[config.mk]
export PLATFORM = sky130hd
export DESIGN_NAME = first_fit_range_allocator
export DESIGN_NICKNAME = d
export VERILOG_FILES = /design/src/rtl/ffra_pkg.sv /design/src/rtl/ffra_ram.sv /design/src/rtl/first_fit_range_allocator.sv
export SDC_FILE = /design/constraint.sdc
export NUM_CORES = 2
export LEC_CHECK = 0
export ABC_AREA = 1
export CAP_MARGIN = 10
export CORE_UTILIZATION = 40
export DETAILED_ROUTE_END_ITERATION = 12
export DONT_BUFFER_PORTS = 1
export PLACE_DENSITY = 0.54
export SYNTH_ARGS = -nofsm -noshare
export SYNTH_HDL_FRONTEND = slang
export SYNTH_SLANG_ARGS = --single-unit
[constraint.sdc]
create_clock -name clock -period 8.3 [get_ports clock]
set_input_delay 0 -clock clock [delete_from_list [all_inputs] [get_ports clock]]
set_output_delay 0 -clock clock [all_outputs]
set_load 0.05 [all_outputs]
[src/rtl/ffra_pkg.sv]
`timescale 1ns / 1ps

package ffra_pkg;

   // Result status codes
   localparam logic [1:0] STATUS_OK        = 2'd0;
   localparam logic [1:0] STATUS_NO_SPACE  = 2'd1;
   localparam logic [1:0] STATUS_LIST_FULL = 2'd2;

   // Sequencer states
   typedef enum logic [2:0] {
      S_IDLE,
      S_START,
      S_SCAN,
      S_TRIM,
      S_SHIFT,
      S_BUMP,
      S_RESP
   } state_type;

endpackage

[src/rtl/ffra_ram.sv]
`timescale 1ns / 1ps

module ffra_ram #(
   parameter int WIDTH = 48,
   parameter int DEPTH = 64,
   localparam int ADDR_W = (DEPTH > 1) ? $clog2(DEPTH) : 1
) (
   input  logic              clock,
   input  logic              wr_en,
   input  logic [ADDR_W-1:0] wr_addr,
   input  logic [WIDTH-1:0]  wr_data,
   input  logic [ADDR_W-1:0] rd_addr,
   output logic [WIDTH-1:0]  rd_data
);

   logic [WIDTH-1:0] mem_ff [DEPTH];
   logic [WIDTH-1:0] rd_data_ff;

   // Write one word, read one word with registered data
   always_ff @(posedge clock) begin
      if (wr_en) begin
         mem_ff[wr_addr] <= wr_data;
      end
      rd_data_ff <= mem_ff[rd_addr];
   end

   assign rd_data = rd_data_ff;

endmodule

[src/rtl/first_fit_range_allocator.sv]
`timescale 1ns / 1ps
// Channel   Direction  Handshake             Payload
// req_      in         req_valid/req_stall   operation, range_length, range_start
// rsp_      out        rsp_valid/rsp_stall   status, granted_start
// csr_      in         csr_write_enable      csr_write_data (buffer capacity)
//
// A free appends in S_START unless the list is full and loads its result in S_RESP.
// An allocate reads one list entry per cycle through the list memory's single read port:
// an empty list goes straight to the bump region, a hit with room to spare is trimmed from
// its front, an exact fit moves later entries down one per cycle; a miss tries the bump region.
// Reset clears the entry count, the bump pointer and the capacity (to all ones); the list
// memory is not cleared. req_stall is high while an item is in work and the next item can be
// accepted in the cycle after the result loads; a stalled result holds in the output register
// while the next item is already accepted, and delays the load of the following result.
module first_fit_range_allocator
   import ffra_pkg::*;
#(
   parameter int FREE_LIST_DEPTH = 64,
   parameter int UNIT_BITS = 24
) (
   input  logic                 clock,
   input  logic                 reset,
   input  logic                 req_valid,
   output logic                 req_stall,
   input  logic                 req_operation,
   input  logic [UNIT_BITS-1:0] req_range_length,
   input  logic [UNIT_BITS-1:0] req_range_start,
   output logic                 rsp_valid,
   input  logic                 rsp_stall,
   output logic [1:0]           rsp_status,
   output logic [UNIT_BITS-1:0] rsp_granted_start,
   input  logic                 csr_write_enable,
   input  logic [UNIT_BITS-1:0] csr_write_data
);

   localparam int IDX_W = (FREE_LIST_DEPTH > 1) ? $clog2(FREE_LIST_DEPTH) : 1;
   localparam int CNT_W = $clog2(FREE_LIST_DEPTH + 1);
   localparam int ENT_W = 2 * UNIT_BITS;

   state_type            state_ff, state_in;
   logic [CNT_W-1:0]     count_ff, count_in;
   logic [CNT_W-1:0]     idx_ff, idx_in;
   logic [UNIT_BITS-1:0] bump_ff, bump_in;
   logic [UNIT_BITS-1:0] cap_ff, cap_in;
   logic                 op_ff, op_in;
   logic [UNIT_BITS-1:0] len_ff, len_in;
   logic [UNIT_BITS-1:0] start_ff, start_in;
   logic [UNIT_BITS-1:0] rest_ff, rest_in;
   logic [1:0]           res_status_ff, res_status_in;
   logic [UNIT_BITS-1:0] res_grant_ff, res_grant_in;
   logic                 rsp_valid_ff, rsp_valid_in;
   logic [1:0]           rsp_status_ff, rsp_status_in;
   logic [UNIT_BITS-1:0] rsp_grant_ff, rsp_grant_in;

   logic                 ram_we;
   logic [IDX_W-1:0]     ram_waddr;
   logic [ENT_W-1:0]     ram_wdata;
   logic [IDX_W-1:0]     ram_raddr;
   logic [ENT_W-1:0]     ram_rdata;

   logic [UNIT_BITS-1:0] rd_start;
   logic [UNIT_BITS-1:0] rd_len;
   logic [UNIT_BITS:0]   diff;
   logic                 fits;
   logic                 exact;
   logic [CNT_W-1:0]     idx_p1;
   logic [CNT_W-1:0]     idx_p2;
   logic [UNIT_BITS:0]   bump_sum;

   ffra_ram #(
      .WIDTH(ENT_W),
      .DEPTH(FREE_LIST_DEPTH)
   ) u_list (
      .clock  (clock),
      .wr_en  (ram_we),
      .wr_addr(ram_waddr),
      .wr_data(ram_wdata),
      .rd_addr(ram_raddr),
      .rd_data(ram_rdata)
   );

   // Split the entry and run the shared length compare
   assign rd_start = ram_rdata[ENT_W-1:UNIT_BITS];
   assign rd_len   = ram_rdata[UNIT_BITS-1:0];
   assign diff     = {1'b0, rd_len} - {1'b0, len_ff};
   assign fits     = ~diff[UNIT_BITS];
   assign exact    = (diff[UNIT_BITS-1:0] == '0);
   assign idx_p1   = idx_ff + CNT_W'(1);
   assign idx_p2   = idx_ff + CNT_W'(2);
   assign bump_sum = {1'b0, bump_ff} + {1'b0, len_ff};

   // Sequence one item through the list
   always_comb begin
      state_in      = state_ff;
      count_in      = count_ff;
      idx_in        = idx_ff;
      bump_in       = bump_ff;
      cap_in        = cap_ff;
      op_in         = op_ff;
      len_in        = len_ff;
      start_in      = start_ff;
      rest_in       = rest_ff;
      res_status_in = res_status_ff;
      res_grant_in  = res_grant_ff;
      rsp_valid_in  = rsp_valid_ff & rsp_stall;
      rsp_status_in = rsp_status_ff;
      rsp_grant_in  = rsp_grant_ff;
      ram_we        = 1'b0;
      ram_waddr     = idx_ff[IDX_W-1:0];
      ram_wdata     = ram_rdata;
      ram_raddr     = idx_p1[IDX_W-1:0];

      if (csr_write_enable) begin
         cap_in = csr_write_data;
      end

      case (state_ff)
         S_IDLE: begin
            if (req_valid) begin
               op_in    = req_operation;
               len_in   = req_range_length;
               start_in = req_range_start;
               state_in = S_START;
            end
         end
         S_START: begin
            res_grant_in = '0;
            if (op_ff) begin
               // Append a freed range unless the list is full
               if (count_ff >= CNT_W'(FREE_LIST_DEPTH)) begin
                  res_status_in = STATUS_LIST_FULL;
               end else begin
                  ram_we        = 1'b1;
                  ram_waddr     = count_ff[IDX_W-1:0];
                  ram_wdata     = {start_ff, len_ff};
                  count_in      = count_ff + CNT_W'(1);
                  res_status_in = STATUS_OK;
               end
               state_in = S_RESP;
            end else if (count_ff == '0) begin
               state_in = S_BUMP;
            end else begin
               ram_raddr = '0;
               idx_in    = '0;
               state_in  = S_SCAN;
            end
         end
         S_SCAN: begin
            // Check entry idx, fetch the next one
            if (fits) begin
               res_status_in = STATUS_OK;
               res_grant_in  = rd_start;
               if (!exact) begin
                  rest_in  = diff[UNIT_BITS-1:0];
                  state_in = S_TRIM;
               end else if (idx_p1 >= count_ff) begin
                  count_in = count_ff - CNT_W'(1);
                  state_in = S_RESP;
               end else begin
                  state_in = S_SHIFT;
               end
            end else if (idx_p1 >= count_ff) begin
               state_in = S_BUMP;
            end else begin
               idx_in = idx_p1;
            end
         end
         S_TRIM: begin
            // Trim the hit entry from its front
            ram_we    = 1'b1;
            ram_wdata = {res_grant_ff + len_ff, rest_ff};
            state_in  = S_RESP;
         end
         S_SHIFT: begin
            // Move the later entry down one place
            ram_we    = 1'b1;
            ram_raddr = idx_p2[IDX_W-1:0];
            if (idx_p2 >= count_ff) begin
               count_in = count_ff - CNT_W'(1);
               state_in = S_RESP;
            end else begin
               idx_in = idx_p1;
            end
         end
         S_BUMP: begin
            // Grow the bump region if the capacity allows
            if (bump_sum > {1'b0, cap_ff}) begin
               res_status_in = STATUS_NO_SPACE;
               res_grant_in  = '0;
            end else begin
               res_status_in = STATUS_OK;
               res_grant_in  = bump_ff;
               bump_in       = bump_sum[UNIT_BITS-1:0];
            end
            state_in = S_RESP;
         end
         S_RESP: begin
            // Load the output register once it is free
            if (!rsp_valid_ff || !rsp_stall) begin
               rsp_valid_in  = 1'b1;
               rsp_status_in = res_status_ff;
               rsp_grant_in  = res_grant_ff;
               state_in      = S_IDLE;
            end
         end
         default: begin
            state_in = S_IDLE;
         end
      endcase
   end

   // Control registers
   always_ff @(posedge clock) begin
      if (reset) begin
         state_ff     <= S_IDLE;
         count_ff     <= '0;
         bump_ff      <= '0;
         cap_ff       <= '1;
         rsp_valid_ff <= 1'b0;
      end else begin
         state_ff     <= state_in;
         count_ff     <= count_in;
         bump_ff      <= bump_in;
         cap_ff       <= cap_in;
         rsp_valid_ff <= rsp_valid_in;
      end
   end

   // Payload registers
   always_ff @(posedge clock) begin
      idx_ff        <= idx_in;
      op_ff         <= op_in;
      len_ff        <= len_in;
      start_ff      <= start_in;
      rest_ff       <= rest_in;
      res_status_ff <= res_status_in;
      res_grant_ff  <= res_grant_in;
      rsp_status_ff <= rsp_status_in;
      rsp_grant_ff  <= rsp_grant_in;
   end

   assign req_stall         = (state_ff != S_IDLE);
   assign rsp_valid         = rsp_valid_ff;
   assign rsp_status        = rsp_status_ff;
   assign rsp_granted_start = rsp_grant_ff;

endmodule

==> qor.yml <==
drt:
  route.final.wire_length_mm: 431
  vias: 92953
  maxUsedRoutingLayer: "met5"
  drc_violation_count_after_routing: 0
  postRouteAntennaNets: 0
  first_iter_violations: 9760
  detail_route.wl_per_cell_um: 25.4
  met2RoutedLength_mm: 205
  wl_met3_mm: 30.3
  routedLengthMet1_mm: 186
  avg_vias_per_cell: 5.47
  detail_route.first_pass.iterations: 6
global_route:
  antenna_violations_before_repair: 18
  first_pass_grt_wire_length_mm: 625
  grt_remaining_overflow: 0
  grt_max_degree: 221
  first_global_vias: 88766
  grt_util_all_layers: 0.239
floorplanning:
  die_area_mm2: 0.353
  pin_count: 106
  floorplan.initialDensity: 0.402
  fp.dieW_um: 595
  placeableCoreArea_mm2: 0.349
  row_count: 217
  vertical_die_dimension_um: 595
clock_tree:
  clock_transition_time_at_the_flip_flop_clock_pins_of_the_worst_setup_and_hold_paths_ns: 0.06
  tritoncts: "yes"
  cts_resized: 0
  cts_max_path_buffers: 4
  worstSkewPairLatency_ns: 0.99
  cts_num_sinks: 3311
  inserted_clock_buffers: 356
  cts_root_buffer: "sky130_fd_sc_hd__clkbuf_16"
  ctsHtreeMaxLevel: 5
final_layout:
  ff_latch_area_mm2: 0.0984
  drive_gt1_frac: 0.0693
  post_layout_nonfiller_instances: 16994
  fillers: 31552
  layout.nets: 12297
  area_growth_syn_to_layout_pct: 13.2
  multi_input_area_mm2: 0.0340
yosys:
  ys_types: 49
  synth_area_per_cell_um2: 11.7
  syn-num-nets: 12220
  synthesis.instances: 12022
  synthesis.area_mm2: 0.140
  async_flop_share: 0
  number_of_flops_mapped_to_enable_cells_by_yosys: 3204
  synth-seq-area-share: 0.700
  synthFlopType: "sky130_fd_sc_hd__edfxtp_1"
  yosys_register_bits: 3311
  yosys_warnings: 0
placed_design:
  port_buffers: 0
  place.detailed.instances: 16159
  finalWeightedCongestion: 0.890
  placement.setup.worst_slack_ns: 2.52
  dp.final_hpwl_mm: 241
setup_path:
  crit_path_frequent_cell: "sky130_fd_sc_hd__inv_1"
  cp.required_ns: 8.92
  max_stage_delay_ns: 1.05
  cp_top_family: "simple AND/OR/NAND/NOR gates"
  worst_path_fanout_max: 46
  regToRegSetupSlack_ns: 2.42
  end_kind: "flip-flop"
  cpMaxStageDelayCell: "sky130_fd_sc_hd__nor2_4"
  cp_cell_sequence: "inv_2 > nand2_4 > nor2_8 > nand2_1 > buf_4 > inv_1 > or2_2 > o21ai_1 > inv_1 > nand4_1 > nor2_4 > buf_12"
  cp-start-kind: "flip-flop"
  critPathBufInv: 5
  timing.setup.critical_path_class: "reg -> reg"
  worst-endpoint-arrival_ns: 6.50
timing:
  worst_slew_slack_as_a_fraction_of_its_limit: 0.0547
  fmaxAchievable_mhz: 170
  finalHoldViolCount: 0
  final_min_period_over_clock_period: 0.709
  setup_tns_ns: 0
  grt_setup_unrepaired: "false"
  timing.final.crit_period_ns: 5.88
  final-max-slew-violation-count: 0
  tightest_slew_ns: 1.42
  finalClockSkew_ns: 0.0773
  fin_ws_ns: 2.42
  setup_violations: 0
hold_path:
  hold_path_class: "in -> reg"
run_status:
  run_status: "finished, final reports clean"
job:
  max-cap-violations: 0
## state kept, by name (all words and copies together) (netlist names), 3 cells and up
signal,cells
u_list.mem_ff,3072
u_list.rd_data,48
bump_ff,24
cap_ff,24
len_ff,24
res_grant_ff,24
rest_ff,24
rsp_granted_start,24
start_ff,24
count_ff,7
idx_ff,7
state_ff,3
## worst reg2reg max path, delay by kind of cell (launching register included)
family / cells / cell delay, ns
flops: 1 / 0.36
compound gates: 1 / 0.33
buf+inv: 5 / 1.89
simple gates: 6 / 2.91
## cells in the final DEF (no fill, tap or decap), drive strengths merged, types with 10 or more instances in the layout
master / count
nand2: 2763
clkbuf: 441
bufinv: 12
inv: 1550
dfxtp: 107
a31oi: 17
clkinv: 172
o21ai: 219
o21bai: 12
edfxtp: 3204
nor3: 18
dlygate4sd3: 179
nor4: 15
nor2: 273
nand4: 35
buf: 247
clkinvlp: 10
o211ai: 1283
o22ai: 14
xor2: 27
nand3: 1473
a21oi: 148
ha: 116
## per-layer routing
layer | vias up | GRT usage
met5 | - | 0
met4 | 2 | 0.0600
met3 | 552 | 0.0319
met2 | 3481 | 0.394
met1 | 46274 | 0.333
li1 | 42644 | -
## area by class of cell
class	instances	area share
well taps	4599	0.0362
clock buffers	441	0.0593
multi-input cells	6467	0.214
flip-flops and latches	3311	0.619
repair buffers	426	0.0262
inverters	1537	0.0365
clock inverters	207	0.00964
diodes	6	0.0000944
## path summary, 6_finish.rpt
kind,start,to,cells after the start
max,state_ff[2]$_SDFFE_PP0P_,u_list.mem_ff[52][37]$_DFFE_PP_,12
min,reset,count_ff[2]$_SDFFE_PP0P_,3
max reg2reg,state_ff[2]$_SDFFE_PP0P_,u_list.mem_ff[52][37]$_DFFE_PP_,12
min reg2reg,res_status_ff[1]$_DFFE_PP_,rsp_status[1]$_DFFE_PP_,0
## synth_stat cells, types with 2 or more instances
master / number / area share
sky130_fd_sc_hd__xor2_1: 27 / 0.0017
sky130_fd_sc_hd__buf_4: 5 / 0.00027
sky130_fd_sc_hd__o221ai_1: 4 / 0.00025
sky130_fd_sc_hd__buf_6: 2 / 0.00016
sky130_fd_sc_hd__nor3_1: 18 / 0.00064
sky130_fd_sc_hd__o31ai_1: 2 / 0.00011
sky130_fd_sc_hd__dfxtp_1: 107 / 0.015
sky130_fd_sc_hd__and2_1: 2 / 0.000089
sky130_fd_sc_hd__a21oi_1: 148 / 0.0053
sky130_fd_sc_hd__or2_2: 8 / 0.00036
sky130_fd_sc_hd__o21a_1: 2 / 0.00011
sky130_fd_sc_hd__o21ai_0: 175 / 0.0062
sky130_fd_sc_hd__a221oi_1: 2 / 0.00012
sky130_fd_sc_hd__ha_1: 116 / 0.010
sky130_fd_sc_hd__o21ai_1: 43 / 0.0015
sky130_fd_sc_hd__buf_1: 56 / 0.0015
sky130_fd_sc_hd__a21o_1: 6 / 0.00032
sky130_fd_sc_hd__xnor2_1: 8 / 0.00050
sky130_fd_sc_hd__fa_1: 4 / 0.00057
sky130_fd_sc_hd__nand2_1: 2760 / 0.074
sky130_fd_sc_hd__a21boi_0: 2 / 0.00011
sky130_fd_sc_hd__inv_2: 7 / 0.00019
sky130_fd_sc_hd__clkinv_1: 2 / 0.000053
sky130_fd_sc_hd__nor4_1: 15 / 0.00067
sky130_fd_sc_hd__o22ai_1: 13 / 0.00058
sky130_fd_sc_hd__a22oi_1: 2 / 0.00011
sky130_fd_sc_hd__clkbuf_1: 251 / 0.0067
sky130_fd_sc_hd__nand4_1: 35 / 0.0016
sky130_fd_sc_hd__edfxtp_1: 3204 / 0.69
sky130_fd_sc_hd__buf_2: 393 / 0.014
sky130_fd_sc_hd__o21bai_1: 12 / 0.00064
sky130_fd_sc_hd__a32oi_1: 3 / 0.00019
sky130_fd_sc_hd__o211ai_1: 1283 / 0.069
sky130_fd_sc_hd__a31oi_1: 17 / 0.00076
sky130_fd_sc_hd__nor2_1: 272 / 0.0073
sky130_fd_sc_hd__nand3_1: 1472 / 0.052
sky130_fd_sc_hd__nand3b_1: 4 / 0.00021
sky130_fd_sc_hd__nand2_2: 2 / 0.000089
sky130_fd_sc_hd__inv_1: 1528 / 0.041
## through the flow
stage                     cell area [um^2]  hold WS, ns   util
after detailed placement            146000       0.0989  0.418
after global routing                159000       0.0724  0.455
after CTS                           159000      0.00264  0.455
after floorplan                     140000       0.0989      -
final                               159000       0.0691  0.455
after global placement              146000       0.0990  0.418
## logic make-up after synthesis
kind of cell | Yosys count | synth area share
flip-flops | 3311 | 0.700
XOR/XNOR | 35 | 0.00218
AND/OR/NAND/NOR | 4591 | 0.137
AO/OA/AOI/OAI | 1721 | 0.0854
adder cells (fa/ha/maj) | 120 | 0.0109
buffers and inverters | 2244 | 0.0637
## timing repair
action                    4_1_cts  5_1_grt
hold endpoints to repair      183        0
hold buffers                  181        0
setup buffers                   0        0
Power is left out: the tool's default activity adds up to more than one toggle a clock period on the data nets, which glitch-free logic cannot reach.
